===== config.mk =====
export PLATFORM = sky130hd
export DESIGN_NAME = unwrapped_angular_span_unit
export DESIGN_NICKNAME = d
export VERILOG_FILES = /design/src/hdl/uas_pkg.sv /design/src/hdl/unwrapped_angular_span_unit.sv
export VERILOG_INCLUDE_DIRS = /design/src /design/src/hdl
export SDC_FILE = /design/constraint.sdc
export NUM_CORES = 2
export LEC_CHECK = 0
export BUFFER_PORTS_ARGS = -buffer_cell sky130_fd_sc_hd__buf_2
export CORE_ASPECT_RATIO = 2
export CORE_MARGIN = 2
export CORE_UTILIZATION = 57
export DETAILED_ROUTE_END_ITERATION = 8
export GPL_ROUTABILITY_DRIVEN = 0
export PLACE_DENSITY = 0.73
export SLEW_MARGIN = 20
export SYNTH_ARGS = -nofsm -noshare
export SYNTH_HDL_FRONTEND = slang
export SYNTH_SLANG_ARGS = --single-unit

===== constraint.sdc =====
create_clock -name clk -period 11.9 [get_ports clk]
set_input_delay 0.595 -clock clk [delete_from_list [all_inputs] [get_ports clk]]
set_output_delay 0.595 -clock clk [all_outputs]
set_load 0.1 [all_outputs]

===== src/hdl/unwrapped_angular_span_unit_defines.svh =====
// Assertion macros for the angular span unit.
// Uses clk and rst of the including module; no other dependencies.
`ifndef UNWRAPPED_ANGULAR_SPAN_UNIT_DEFINES_SVH
`define UNWRAPPED_ANGULAR_SPAN_UNIT_DEFINES_SVH

// same-cycle implication
`define UAS_ASSERT_NOW(name, ante, cons, msg) \
  name: assert property (@(posedge clk) disable iff (rst) (ante) |-> (cons)) \
    else $error(msg);

// next-cycle implication
`define UAS_ASSERT_NEXT(name, ante, cons, msg) \
  name: assert property (@(posedge clk) disable iff (rst) (ante) |=> (cons)) \
    else $error(msg);

`endif


===== src/hdl/uas_pkg.sv =====
// Shared types and constants for the angular span unit.
// No dependencies.
package uas_pkg;

  typedef enum logic [2:0] {
    ST_IDLE,
    ST_ROT,
    ST_UPD,
    ST_CLOSE,
    ST_SPAN,
    ST_MUL,
    ST_DONE
  } uas_state_t;

  localparam logic REG_GAIN_K = 1'b0;
  localparam logic REG_GAIN_H = 1'b1;

  localparam logic [2:0] MUL_KH   = 3'd0;
  localparam logic [2:0] MUL_KHS  = 3'd1;
  localparam logic [2:0] MUL_P00  = 3'd2;
  localparam logic [2:0] MUL_P01  = 3'd3;
  localparam logic [2:0] MUL_P10  = 3'd4;
  localparam logic [2:0] MUL_P11  = 3'd5;
  localparam logic [2:0] MUL_LAST = 3'd6;

  localparam logic [15:0] GAIN_RESET = 16'd256;

  // 2*pi*2^32, split into 32-bit halves
  localparam logic [31:0] TWO_PI_LO = 32'd1216271633;
  localparam logic [31:0] TWO_PI_HI = 32'd6;

  localparam logic signed [23:0] RUN_MAX = 24'sh7FFFFF;
  localparam logic signed [23:0] RUN_MIN = -24'sh800000;

  localparam logic [26:0] SCALED_CAP = 27'h7FFFFFF;

  // atan(2^-i), 2^32 units per turn
  function automatic logic [31:0] atan_lut(input logic [4:0] idx);
    logic [31:0] v;
    unique case (idx)
      5'd0:    v = 32'd536870912;
      5'd1:    v = 32'd316933406;
      5'd2:    v = 32'd167458907;
      5'd3:    v = 32'd85004756;
      5'd4:    v = 32'd42667331;
      5'd5:    v = 32'd21354465;
      5'd6:    v = 32'd10679838;
      5'd7:    v = 32'd5340245;
      5'd8:    v = 32'd2670163;
      5'd9:    v = 32'd1335087;
      5'd10:   v = 32'd667544;
      5'd11:   v = 32'd333772;
      5'd12:   v = 32'd166886;
      5'd13:   v = 32'd83443;
      5'd14:   v = 32'd41722;
      5'd15:   v = 32'd20861;
      5'd16:   v = 32'd10430;
      5'd17:   v = 32'd5215;
      5'd18:   v = 32'd2608;
      5'd19:   v = 32'd1304;
      5'd20:   v = 32'd652;
      5'd21:   v = 32'd326;
      5'd22:   v = 32'd163;
      5'd23:   v = 32'd81;
      default: v = 32'd0;
    endcase
    return v;
  endfunction

endpackage


===== src/hdl/unwrapped_angular_span_unit.sv =====
// Angular span unit: CORDIC atan2 per vertex, unwrap, min/max, scaled span.
// A vertex passes through accept, the CORDIC steps (one CORDIC step per cycle) and update.
// A last vertex adds closure, span, a 7-step shared 32x32 multiply and result load.
// Results leave through an output register; input is not taken while a vertex is in work.
// Synchronous reset: gains to 256, polygon state to zero, no result pending.
`include "unwrapped_angular_span_unit_defines.svh"

module unwrapped_angular_span_unit #(
  parameter int ANGLE_BITS   = 16,
  parameter int CORDIC_STEPS = 16
) (
  input  logic               clk,
  input  logic               rst,
  input  logic               cfg_we,
  input  logic               cfg_index,
  input  logic [15:0]        cfg_data,
  input  logic               in_valid,
  output logic               in_ready,
  input  logic signed [15:0] coord_x,
  input  logic signed [15:0] coord_y,
  input  logic               last_vertex,
  output logic               out_valid,
  input  logic               out_ready,
  output logic [16:0]        span_angle,
  output logic [26:0]        scaled_result,
  output logic               origin_hit
);

  localparam int CW     = 16 + CORDIC_STEPS + 3;
  localparam int STEP_W = $clog2(CORDIC_STEPS);
  localparam int SPAN_W = ANGLE_BITS + 1;
  localparam int KHS_W  = 32 + SPAN_W;
  localparam int RND_SH = 40 + ANGLE_BITS;
  localparam int ACC_W  = 68 + ANGLE_BITS;
  localparam logic [STEP_W-1:0] STEP_LAST = STEP_W'(CORDIC_STEPS - 1);
  localparam logic [24:0] FULL_TURN = 25'(1) << ANGLE_BITS;
  localparam logic [31:0] Z_ROUND   = 32'(1) << (31 - ANGLE_BITS);
  localparam logic [ACC_W-1:0] ACC_ROUND = ACC_W'(1) << (RND_SH - 1);

  uas_pkg::uas_state_t state, state_next;

  logic [15:0] gain_k, gain_h;

  logic signed [CW-1:0] cx, cy;
  logic [31:0]          cz;
  logic [STEP_W-1:0]    step_cnt;
  logic                 vtx_origin, vtx_last;

  logic [ANGLE_BITS-1:0] first_angle, previous_angle;
  logic signed [23:0]    running_angle, lowest_angle, highest_angle;
  logic                  polygon_started, origin_seen;

  logic [SPAN_W-1:0]  span_q;
  logic [2:0]         mul_step;
  logic [63:0]        prod;
  logic [KHS_W-1:0]   khs;
  logic [ACC_W-1:0]   acc;

  // input load
  logic signed [CW-1:0] x_ext, y_ext, x_init, y_init;
  logic                 x_neg;

  assign x_ext  = CW'(coord_x) <<< CORDIC_STEPS;
  assign y_ext  = CW'(coord_y) <<< CORDIC_STEPS;
  assign x_neg  = coord_x[15];
  assign x_init = x_neg ? -x_ext : x_ext;
  assign y_init = x_neg ? -y_ext : y_ext;

  // CORDIC step
  logic signed [CW-1:0] xs, ys;
  logic [31:0]          atan_step;

  assign xs        = cx >>> step_cnt;
  assign ys        = cy >>> step_cnt;
  assign atan_step = uas_pkg::atan_lut(5'(step_cnt));

  // vertex angle
  logic [31:0]           z_rnd;
  logic [ANGLE_BITS-1:0] vtx_angle;

  assign z_rnd     = cz + Z_ROUND;
  assign vtx_angle = vtx_origin ? '0 : z_rnd[31:32-ANGLE_BITS];

  // shared advance unit
  logic [ANGLE_BITS-1:0] adv_to, adv_d;
  logic [24:0]           adv_sum;
  logic signed [23:0]    adv_run, adv_lo, adv_hi;

  assign adv_to  = (state == uas_pkg::ST_CLOSE) ? first_angle : vtx_angle;
  assign adv_d   = adv_to - previous_angle;
  assign adv_sum = {running_angle[23], running_angle}
                 + {{(25 - ANGLE_BITS){adv_d[ANGLE_BITS-1]}}, adv_d};

  always_comb begin
    unique case (adv_sum[24:23])
      2'b01:   adv_run = uas_pkg::RUN_MAX;
      2'b10:   adv_run = uas_pkg::RUN_MIN;
      default: adv_run = adv_sum[23:0];
    endcase
  end

  assign adv_lo = (adv_run < lowest_angle)  ? adv_run : lowest_angle;
  assign adv_hi = (adv_run > highest_angle) ? adv_run : highest_angle;

  // first vertex start value
  logic signed [23:0] start_run;

  assign start_run = (25'(vtx_angle) > 25'(uas_pkg::RUN_MAX)) ? uas_pkg::RUN_MAX
                                                             : 24'(vtx_angle);

  // span
  logic [24:0] span_diff, span_clamp, span_wide;

  assign span_diff  = 25'(highest_angle) - 25'(lowest_angle);
  assign span_clamp = (span_diff > FULL_TURN) ? FULL_TURN : span_diff;
  assign span_wide  = 25'(span_q);

  // shared multiplier
  logic [31:0]      mul_a, mul_b;
  logic [63:0]      mul_p;
  logic [ACC_W-1:0] acc_add;
  logic [31:0]      khs_hi;

  assign khs_hi = 32'(khs[KHS_W-1:32]);

  always_comb begin
    unique case (mul_step)
      uas_pkg::MUL_KH: begin
        mul_a = 32'(gain_k);
        mul_b = 32'(gain_h);
      end
      uas_pkg::MUL_KHS: begin
        mul_a = prod[31:0];
        mul_b = 32'(span_q);
      end
      uas_pkg::MUL_P00: begin
        mul_a = prod[31:0];
        mul_b = uas_pkg::TWO_PI_LO;
      end
      uas_pkg::MUL_P01: begin
        mul_a = khs[31:0];
        mul_b = uas_pkg::TWO_PI_HI;
      end
      uas_pkg::MUL_P10: begin
        mul_a = khs_hi;
        mul_b = uas_pkg::TWO_PI_LO;
      end
      uas_pkg::MUL_P11: begin
        mul_a = khs_hi;
        mul_b = uas_pkg::TWO_PI_HI;
      end
      default: begin
        mul_a = '0;
        mul_b = '0;
      end
    endcase
  end

  assign mul_p = mul_a * mul_b;

  always_comb begin
    case (mul_step) inside
      uas_pkg::MUL_P01:                   acc_add = ACC_W'(prod);
      uas_pkg::MUL_P10, uas_pkg::MUL_P11: acc_add = ACC_W'(prod) << 32;
      uas_pkg::MUL_LAST:                  acc_add = ACC_W'(prod) << 64;
      default:                            acc_add = '0;
    endcase
  end

  // result
  logic [27:0] acc_q;
  logic        load_out;

  assign acc_q = acc[ACC_W-1:RND_SH];

  // sequencer
  always_comb begin
    state_next = state;
    in_ready   = 1'b0;
    load_out   = 1'b0;
    unique case (state)
      uas_pkg::ST_IDLE: begin
        in_ready = 1'b1;
        if (in_valid) state_next = uas_pkg::ST_ROT;
      end
      uas_pkg::ST_ROT: begin
        if (step_cnt == STEP_LAST) state_next = uas_pkg::ST_UPD;
      end
      uas_pkg::ST_UPD: begin
        state_next = vtx_last ? uas_pkg::ST_CLOSE : uas_pkg::ST_IDLE;
      end
      uas_pkg::ST_CLOSE: state_next = uas_pkg::ST_SPAN;
      uas_pkg::ST_SPAN:  state_next = uas_pkg::ST_MUL;
      uas_pkg::ST_MUL: begin
        if (mul_step == uas_pkg::MUL_LAST) state_next = uas_pkg::ST_DONE;
      end
      uas_pkg::ST_DONE: begin
        if (!out_valid || out_ready) begin
          load_out   = 1'b1;
          state_next = uas_pkg::ST_IDLE;
        end
      end
      default: state_next = uas_pkg::ST_IDLE;
    endcase
  end

  always_ff @(posedge clk) begin
    if (rst) begin
      state <= uas_pkg::ST_IDLE;
    end else begin
      state <= state_next;
    end
  end

  // configuration
  always_ff @(posedge clk) begin
    if (rst) begin
      gain_k <= uas_pkg::GAIN_RESET;
      gain_h <= uas_pkg::GAIN_RESET;
    end else if (cfg_we) begin
      unique case (cfg_index)
        uas_pkg::REG_GAIN_K: gain_k <= cfg_data;
        uas_pkg::REG_GAIN_H: gain_h <= cfg_data;
        default: ;
      endcase
    end
  end

  // datapath without reset
  always_ff @(posedge clk) begin
    unique case (state)
      uas_pkg::ST_IDLE: begin
        cx         <= x_init;
        cy         <= y_init;
        cz         <= x_neg ? 32'h8000_0000 : 32'h0;
        vtx_origin <= (coord_x == 16'sd0) && (coord_y == 16'sd0);
        vtx_last   <= last_vertex;
      end
      uas_pkg::ST_ROT: begin
        if (!cy[CW-1]) begin
          cx <= cx + ys;
          cy <= cy - xs;
          cz <= cz + atan_step;
        end else begin
          cx <= cx - ys;
          cy <= cy + xs;
          cz <= cz - atan_step;
        end
      end
      uas_pkg::ST_SPAN: span_q <= SPAN_W'(span_clamp);
      uas_pkg::ST_MUL: begin
        prod <= mul_p;
        if (mul_step == uas_pkg::MUL_P00) begin
          khs <= prod[KHS_W-1:0];
          acc <= ACC_ROUND;
        end else begin
          acc <= acc + acc_add;
        end
      end
      default: ;
    endcase
  end

  // control and polygon state
  always_ff @(posedge clk) begin
    if (rst) begin
      step_cnt        <= '0;
      mul_step        <= uas_pkg::MUL_KH;
      first_angle     <= '0;
      previous_angle  <= '0;
      running_angle   <= '0;
      lowest_angle    <= '0;
      highest_angle   <= '0;
      polygon_started <= 1'b0;
      origin_seen     <= 1'b0;
      out_valid       <= 1'b0;
    end else begin
      if (out_valid && out_ready && !load_out) out_valid <= 1'b0;
      unique case (state)
        uas_pkg::ST_IDLE: begin
          step_cnt <= '0;
          mul_step <= uas_pkg::MUL_KH;
        end
        uas_pkg::ST_ROT: step_cnt <= step_cnt + 1'b1;
        uas_pkg::ST_UPD: begin
          previous_angle <= vtx_angle;
          if (!polygon_started) begin
            first_angle     <= vtx_angle;
            running_angle   <= start_run;
            lowest_angle    <= start_run;
            highest_angle   <= start_run;
            polygon_started <= 1'b1;
            origin_seen     <= vtx_origin;
          end else begin
            running_angle <= adv_run;
            lowest_angle  <= adv_lo;
            highest_angle <= adv_hi;
            if (vtx_origin) origin_seen <= 1'b1;
          end
        end
        uas_pkg::ST_CLOSE: begin
          running_angle <= adv_run;
          lowest_angle  <= adv_lo;
          highest_angle <= adv_hi;
        end
        uas_pkg::ST_MUL: mul_step <= mul_step + 1'b1;
        uas_pkg::ST_DONE: begin
          if (load_out) begin
            out_valid       <= 1'b1;
            first_angle     <= '0;
            previous_angle  <= '0;
            running_angle   <= '0;
            lowest_angle    <= '0;
            highest_angle   <= '0;
            polygon_started <= 1'b0;
            origin_seen     <= 1'b0;
          end
        end
        default: ;
      endcase
    end
  end

  // output register
  always_ff @(posedge clk) begin
    if (load_out) begin
      span_angle    <= span_wide[16:0];
      scaled_result <= acc_q[27] ? uas_pkg::SCALED_CAP : acc_q[26:0];
      origin_hit    <= origin_seen;
    end
  end

  `UAS_ASSERT_NOW(a_rise_from_done, $rose(out_valid), $past(state) == uas_pkg::ST_DONE, "result beat not from done state")
  `UAS_ASSERT_NEXT(a_clear_after_load, load_out, !polygon_started && running_angle == 24'sd0, "polygon state not cleared")
  `UAS_ASSERT_NOW(a_run_in_bounds, polygon_started, lowest_angle <= running_angle && running_angle <= highest_angle, "running angle outside min and max")
  `UAS_ASSERT_NOW(a_step_bound, state == uas_pkg::ST_ROT, step_cnt <= STEP_LAST, "cordic step count overrun")
  `UAS_ASSERT_NOW(a_span_clamped, state == uas_pkg::ST_MUL, span_wide <= FULL_TURN, "span above one turn")

endmodule

Word level (Yosys, flattened, before mapping)

Memory sizes are Yosys's and may differ from the RTL's. A register that Yosys moved wholly into a read port is not among the register bits.
Cells that the tools add are included.

Register bits after elaboration: 512
Word-level logic and storage cells: 147
Input port bits: 55
Memories: 1
Bits in read-only memories: 480
Output and inout port bits: 47

Memory list:

| memory          | words | bits a word | rd ports | clocked after Yosys merged registers in | wr ports | line          | text |
|---|---|---|---|---|---|---|---|
| (no name shown) | 16    | 30          | 1        | 1                                       | 0        | uas_pkg.sv:40 | `unique case (idx)` |

Shift-type cells: 2
Reduce and logical (&&, ||, !) cells: 26
Multiply operators: 1
Order comparisons: 3
Muxes and demuxes: 51
Equality and inequality tests: 22
$add $sub $neg: 15
Bitwise operators: 1

Operator list:

| cell                                                  | count |
|---|---|
| 2-to-1 mux 84 bit                                     | 3 |
| one-hot mux 24 bit (3 select lines)                   | 3 |
| 2-to-1 mux 24 bit                                     | 6 |
| 2-to-1 mux 35 bit                                     | 4 |
| one-hot mux 35 bit (2 select lines)                   | 2 |
| one-hot mux 32 bit (4 select lines)                   | 1 |
| one-hot mux 31 bit (4 select lines)                   | 1 |
| adder 84 bit                                          | 1 |
| adder 35 bit                                          | 2 |
| negation 32 -> 35 bit                                 | 2 |
| >>> shifter 35 x 4 -> 35 bit                          | 2 |
| subtractor 35 bit                                     | 2 |
| multiplier 32 x 32 -> 64 bit                          | 1 |
| 2-to-1 mux 16 bit                                     | 4 |
| 2-to-1 mux 32 bit                                     | 2 |
| one-hot mux 16 bit (2 select lines)                   | 2 |
| one-hot mux 32 bit (2 select lines)                   | 1 |
| one-hot mux 24 bit (2 select lines)                   | 1 |
| adder 32 x 16 -> 32 bit (second input constant)       | 1 |
| adder 32 bit                                          | 1 |
| zero test 16 bit                                      | 2 |
| subtractor 32 bit                                     | 1 |
| adder 24 x 16 -> 25 bit                               | 1 |
| > comparator 25 x 17 -> 1 bit (second input constant) | 1 |
| other kinds (33)                                      | 74 |

Depth between registers and ports, before layout

Depth in word-level cells: 11
Mapped depth: 43
Depth with buffers taken out: 39

Least setup slack after synthesis

No wires, ideal clock.

Kind: reg2reg
Start: reg mul_step[0]
End: reg prod[56], data pin
Path buffers: 3
Slack: 2.373 ns
Clock period less this slack: 9.527 ns
Stages on the path, launching flop included: 36
Arrival: 9.262 ns
Library setup time: 0.265 ns
Required time: 11.635 ns
Cell sequence: dfxtp_1 inv_1 ha_1 nor2b_1 or2_2 clkbuf_1 clkbuf_1 clkbuf_1 a221oi_1 nor2_1 fa_1 fa_1 fa_1 inv_1 fa_1 inv_1 fa_1 inv_1 fa_1 inv_1 fa_1 inv_1 fa_1 inv_1 ha_1 a21o_1 a21o_1 a21oi_1 o21ai_0 a21oi_1 o21bai_1 a211oi_1 o31ai_1 a31oi_1 o21ai_0 xor2_1

Cells in the longest elaborated chain, start to end: 4
Elaborated cells between the ends (all ways): 13
Those cells by class: mul (1); eq/ne (5); mux (2); reduce/logical (5)

Ends and longest elaborated chain:

| element                                                                                           | line                               | text |
|---|---|---|
| start, declared                                                                                   | unwrapped_angular_span_unit.sv:54  | `logic [2:0] mul_step;` |
| start signal, assigned                                                                            | unwrapped_angular_span_unit.sv:268 | `mul_step <= uas_pkg::MUL_KH;` |
| start signal, assigned                                                                            | unwrapped_angular_span_unit.sv:282 | `mul_step <= uas_pkg::MUL_KH;` |
| start signal, assigned                                                                            | unwrapped_angular_span_unit.sv:306 | `uas_pkg::ST_MUL: mul_step <= mul_step + 1'b1;` |
| equality test 3 bit (tied with other cells)                                                       | unwrapped_angular_span_unit.sv:127 | `unique case (mul_step)` |
| OR reduction 2 bit (no source line)                                                               | -                                  |  |
| one-hot mux 32 bit (4 select lines) / one-hot mux 31 bit (4 select lines) (equally long branches) | unwrapped_angular_span_unit.sv:127 |  |
| multiplier 32 x 32 -> 64 bit *                                                                    | unwrapped_angular_span_unit.sv:159 | `assign mul_p = mul_a * mul_b;` |
| via mul_p[56]                                                                                     | unwrapped_angular_span_unit.sv:120 | `logic [63:0] mul_p;` |
| end signal, assigned                                                                              | unwrapped_angular_span_unit.sv:252 | `prod <= mul_p;` |
| end, declared                                                                                     | unwrapped_angular_span_unit.sv:55  | `logic [63:0] prod;` |

Mark *: on every way through the listed nets, which the timed path passes. The rest lies on a longest branch.
A chain may end at the register's enable or synchronous reset.

Worst setup path after layout

Start: reg state[1]
End: reg lowest_angle[12]

Cells in the longest elaborated chain, start to end: 10
Elaborated cells between the ends (all ways): 17
Those cells by class: add/sub (2); order compare (1); eq/ne (6); mux (6); reduce/logical (2)

Ends and longest elaborated chain:

| element                                                                    | line                                                                  | text |
|---|---|---|
| start, declared                                                            | unwrapped_angular_span_unit.sv:40                                     | `uas_pkg::uas_state_t state, state_next;` |
| start signal, assigned                                                     | unwrapped_angular_span_unit.sv:209                                    | `state <= uas_pkg::ST_IDLE;` |
| start signal, assigned                                                     | unwrapped_angular_span_unit.sv:211                                    | `state <= state_next;` |
| equality test 3 x 2 -> 1 bit                                               | unwrapped_angular_span_unit.sv:89, unwrapped_angular_span_unit.sv:279 |  |
| 2-to-1 mux 16 bit                                                          | unwrapped_angular_span_unit.sv:89                                     | `assign adv_to = (state == uas_pkg::ST_CLOSE) ? first_angle : vtx_angle;` |
| subtractor 16 bit                                                          | unwrapped_angular_span_unit.sv:90                                     | `assign adv_d = adv_to - previous_angle;` |
| adder 24 x 16 -> 25 bit                                                    | unwrapped_angular_span_unit.sv:92                                     | `+ {{(25 - ANGLE_BITS){adv_d[ANGLE_BITS-1]}}, adv_d};` |
| equality test 2 bit / equality test 2 x 1 -> 1 bit (equally long branches) | unwrapped_angular_span_unit.sv:95                                     | `unique case (adv_sum[24:23])` |
| one-hot mux 24 bit (2 select lines)                                        | unwrapped_angular_span_unit.sv:95                                     |  |
| less-than comparator 24 bit                                                | unwrapped_angular_span_unit.sv:102                                    | `assign adv_lo = (adv_run < lowest_angle) ? adv_run : lowest_angle;` |
| 2-to-1 mux 24 bit                                                          | unwrapped_angular_span_unit.sv:102                                    |  |
| 2-to-1 mux 24 bit                                                          | unwrapped_angular_span_unit.sv:287                                    | `if (!polygon_started) begin` |
| one-hot mux 24 bit (3 select lines)                                        | unwrapped_angular_span_unit.sv:279                                    | `unique case (state)` |
| end signal, assigned                                                       | unwrapped_angular_span_unit.sv:290                                    | `lowest_angle <= start_run;` |
| end signal, assigned                                                       | unwrapped_angular_span_unit.sv:296                                    | `lowest_angle <= adv_lo;` |
| end signal, assigned                                                       | unwrapped_angular_span_unit.sv:303                                    | `lowest_angle <= adv_lo;` |
| end, declared                                                              | unwrapped_angular_span_unit.sv:50                                     | `logic signed [23:0] running_angle, lowest_angle, highest_angle;` |

Several ways; a longest one is shown, not always the timed one.

==> flow_summary_export.csv <==
group,metric,value,unit
run_status,status,"finished clean",
synthesis,synth_area_leaders,"fa_1 20%, edfxtp_1 16%, ha_1 12%, inv_1 5.5%, dfxtp_1 5.3%",
placement,port_buffers,101,
pwr,power.leakage,32.5,nW
critical_path,crit_required,12480,ps
clocking,post_cts_resize_count,0,
route,ant_nets,0,
synthesis,synthCells,7603,
sta,worst_pin_slew,1220,ps
grt,grt_pass1_vias,53532,
placement,placed_area,0.0697,sq mm
synthesis,synth.avg_cell_area,8.93,sq um
sta,grt_setup_unrepaired,"false",
pwr,powerDensity,211,mW/mm^2
clocking,cts_tree,"done",
critical_path,critical_path.slowest_cell,"dfxtp_1",
floorplanning,initial_core_util,0.573,
sta,final_hold_viol_count,0,
critical_path,critPathMaxStageDelay,660,ps
sta,slew_headroom,0.189,
placement,pre_cts_slack,1260,ps
critical_path,cp-start-kind,"flip-flop",
sta,post-route-period-util,0.919,
cells_and_area,nets,8866,
sta,worst_clock_skew,34.4,ps
synthesis,syn_area,0.0679,sq mm
synthesis,yosys_warnings,0,
hold_path,hp-class,"input pin to flip-flop",
cells_and_area,area_growth,5.58,%
placement,dp_hpwl,150000,um
synthesis,synth-edff-count,363,
critical_path,crit_top_cell,"o21ai_0",
grt,grt-ovfl-total,0,
route,wl_per_cell,21.1,um
cells_and_area,post-route-util,0.605,
clocking,hold_buffers,0,
grt,grt_max_degree,83,
flow_run,maxCapViolCount,0,
cells_and_area,final_cell_area,0.0716,sq mm
synthesis,async_flop_share,0,
sta,fmax,91.4,MHz
floorplanning,die_h,492,um
critical_path,crit_type,"flip-flop to flip-flop",
cells_and_area,drive_above_1_share,0.0699,
pwr,peakVddDrop,291,uV
floorplanning,die_w,248,um
clocking,cts.sinks,542,
synthesis,yosysTopAreaCell,"fa_1",
route,drtPass1Iterations,7,
grt,grtUsageTotal,0.315,
synthesis,synth_fp_nets,8963,
synthesis,ys_types,96,
synthesis,synth_ff_type,"edfxtp_1",
floorplanning,ioPinCount,102,
sta,drv_slew,0,
route,drcViolationCount,0,
critical_path,crit_arrival,11520,ps
synthesis,synth_top_area_frac,0.201,
grt,grt_pass1_wl,299000,um
floorplanning,rows,179,
sta,post-route-min-period,10940,ps
sta,setup_violations,0,
clocking,cts_inserted_buffers,55,
floorplanning,core,0.118,sq mm
clocking,root_buffer,"clkbuf_16",
sta,setup_tns,0,ps
synthesis,seq_area_frac_synth,0.213,
clocking,clk_latency,680,ps
clocking,cts_buffer_depth,3,
critical_path,endpoint_kind,"flip-flop",
pwr,finalPower,15.1,mW
sta,setup_ws,958,ps
route,vias,55510,
route,viasPerCell,6.10,
grt,antenna_found_initial,2,
clocking,cts_setup_buffers,0,
route,drtIter0Drc,5486,
clocking,path_clk_slew,70,ps
clocking,htreeDepth,2,
synthesis,ys_ff_latch,542,
route,routed_wl,192000,um
critical_path,critPathMaxFanout,32,
floorplanning,die-area,0.122,sq mm
[sequential cells by signal, summed over array words and instances, names as in the netlist, 24 cells and up]
name / count
acc: 84
prod: 64
khs: 49
cx: 35
cy: 35
cz: 32
atan_step: 30
scaled_result: 27
highest_angle: 24
lowest_angle: 24
running_angle: 24
[cell usage in the layout (no fill, tap or decap), types with 46 or more instances in the layout]
master,Yosys,final
and3_1,60,60
ha_1,625,624
xor2_1,136,136
a21o_1,144,144
mux4_2,62,62
nor2_1,747,742
o21ai_0,314,312
fa_1,680,680
nor3_1,109,108
a22oi_1,53,52
nand2_1,798,798
o21bai_1,48,48
buf_2,11,100
nor2b_1,59,55
a31oi_1,57,57
and2_1,75,75
nand3_1,109,109
o21a_1,75,75
or2_2,46,46
inv_1,989,987
mux2i_1,69,69
nand2b_1,56,55
mux2_2,62,62
dfxtp_1,179,175
buf_4,12,98
clkbuf_16,0,60
a21oi_1,500,498
edfxtp_1,363,363
nand4_1,60,60
xnor2_1,243,243
[cells by family (layout without fill, tap and decap cells)]
logic type | after synthesis | after routing | share of synthesized area
and+or+nand+nor | 2252 | 2252 | 0.150
buffers and inverters | 1345 | 1295 | 0.0760
DFF | 542 | 542 | 0.213
muxes | 212 | 212 | 0.0482
xor gates and xnor gates | 380 | 380 | 0.0492
AOI/OAI and AO/OA | 1567 | 1567 | 0.147
adders and majority gates | 1305 | 1305 | 0.316
other | 0 | 3 | 0
[report_power, final]
| group | leakage (nW) | total [mW] | switching (mW) | internal (mW) |
|---|---|---|---|---|
| Clock | 0.917 | 1.82 | 0.851 | 0.969 |
| Sequential | 4.93 | 2.73 | 0.320 | 2.41 |
| Combinational | 26.7 | 10.5 | 6.15 | 4.39 |
| Total | 32.5 | 15.1 | 7.32 | 7.77 |
[synth_stat cells (all sizes together) (75+ instances only)]
library cell  number
a21o             144
a21oi            500
and2              76
clkbuf           298
dfxtp            179
edfxtp           363
fa               680
ha               625
inv              990
mux4              80
nand2            798
nand3            109
nor2             747
nor3             110
o21a              75
o21ai            320
xnor2            244
xor2             136
[worst paths after layout]
path | from | end | slack, ps | depth (start not counted)
worst min-delay path | cfg_data[8] | gain_h[8]$_SDFFE_PP1P_ | 180 | 3
worst max register to register | state[1]$_SDFFE_PP0P_ | lowest_angle[12]$_SDFFE_PP0P_ | 960 | 36
worst max-delay path | state[1]$_SDFFE_PP0P_ | lowest_angle[12]$_SDFFE_PP0P_ | 960 | 36
worst min register to register | origin_seen$_SDFFE_PP0P_ | origin_hit$_DFFE_PP_ | 450 | 0
[worst max-delay path: cells and delay by family, from the launching register on]
| kind | cells | cell delay [ps] |
|---|---|---|
| flip-flops | 1 | 660 |
| multiplexers | 3 | 1340 |
| AO/OA/AOI/OAI | 21 | 5580 |
| XOR/XNOR | 1 | 480 |
| AND/OR/NAND/NOR | 5 | 1080 |
| adder cells (fa/ha/maj) | 3 | 1060 |
| buffers and inverters | 3 | 640 |
[per-stage QoR]
step | std cells | hold WS, ps
after global placement | 8986 | 414
after global routing | 9091 | 169
after floorplan | 7603 | 402
final | 9094 | 183
after detailed placement | 8986 | 415
after CTS | 9090 | 149
[layer usage]
metal | up-vias | global-route usage | share of wire
met5 | - | 0 | 0
met4 | 0 | 0.125 | 0.049
met3 | 470 | 0.0602 | 0.093
met2 | 2511 | 0.488 | 0.45
met1 | 26835 | 0.434 | 0.41
li1 | 25694 | - | -
[area by class of cell]
type                    count  area [sq um]
flip-flops and latches    542         14500
repair buffers            199          1260
well taps                1538          1920
multi-input cells        5716         48400
fillers                 10298         46800
clock buffers              67          1550
inverters                 992          3730
diodes                      3          7.51
clock inverters            37           325
Power figures use the tool's default switching activity.
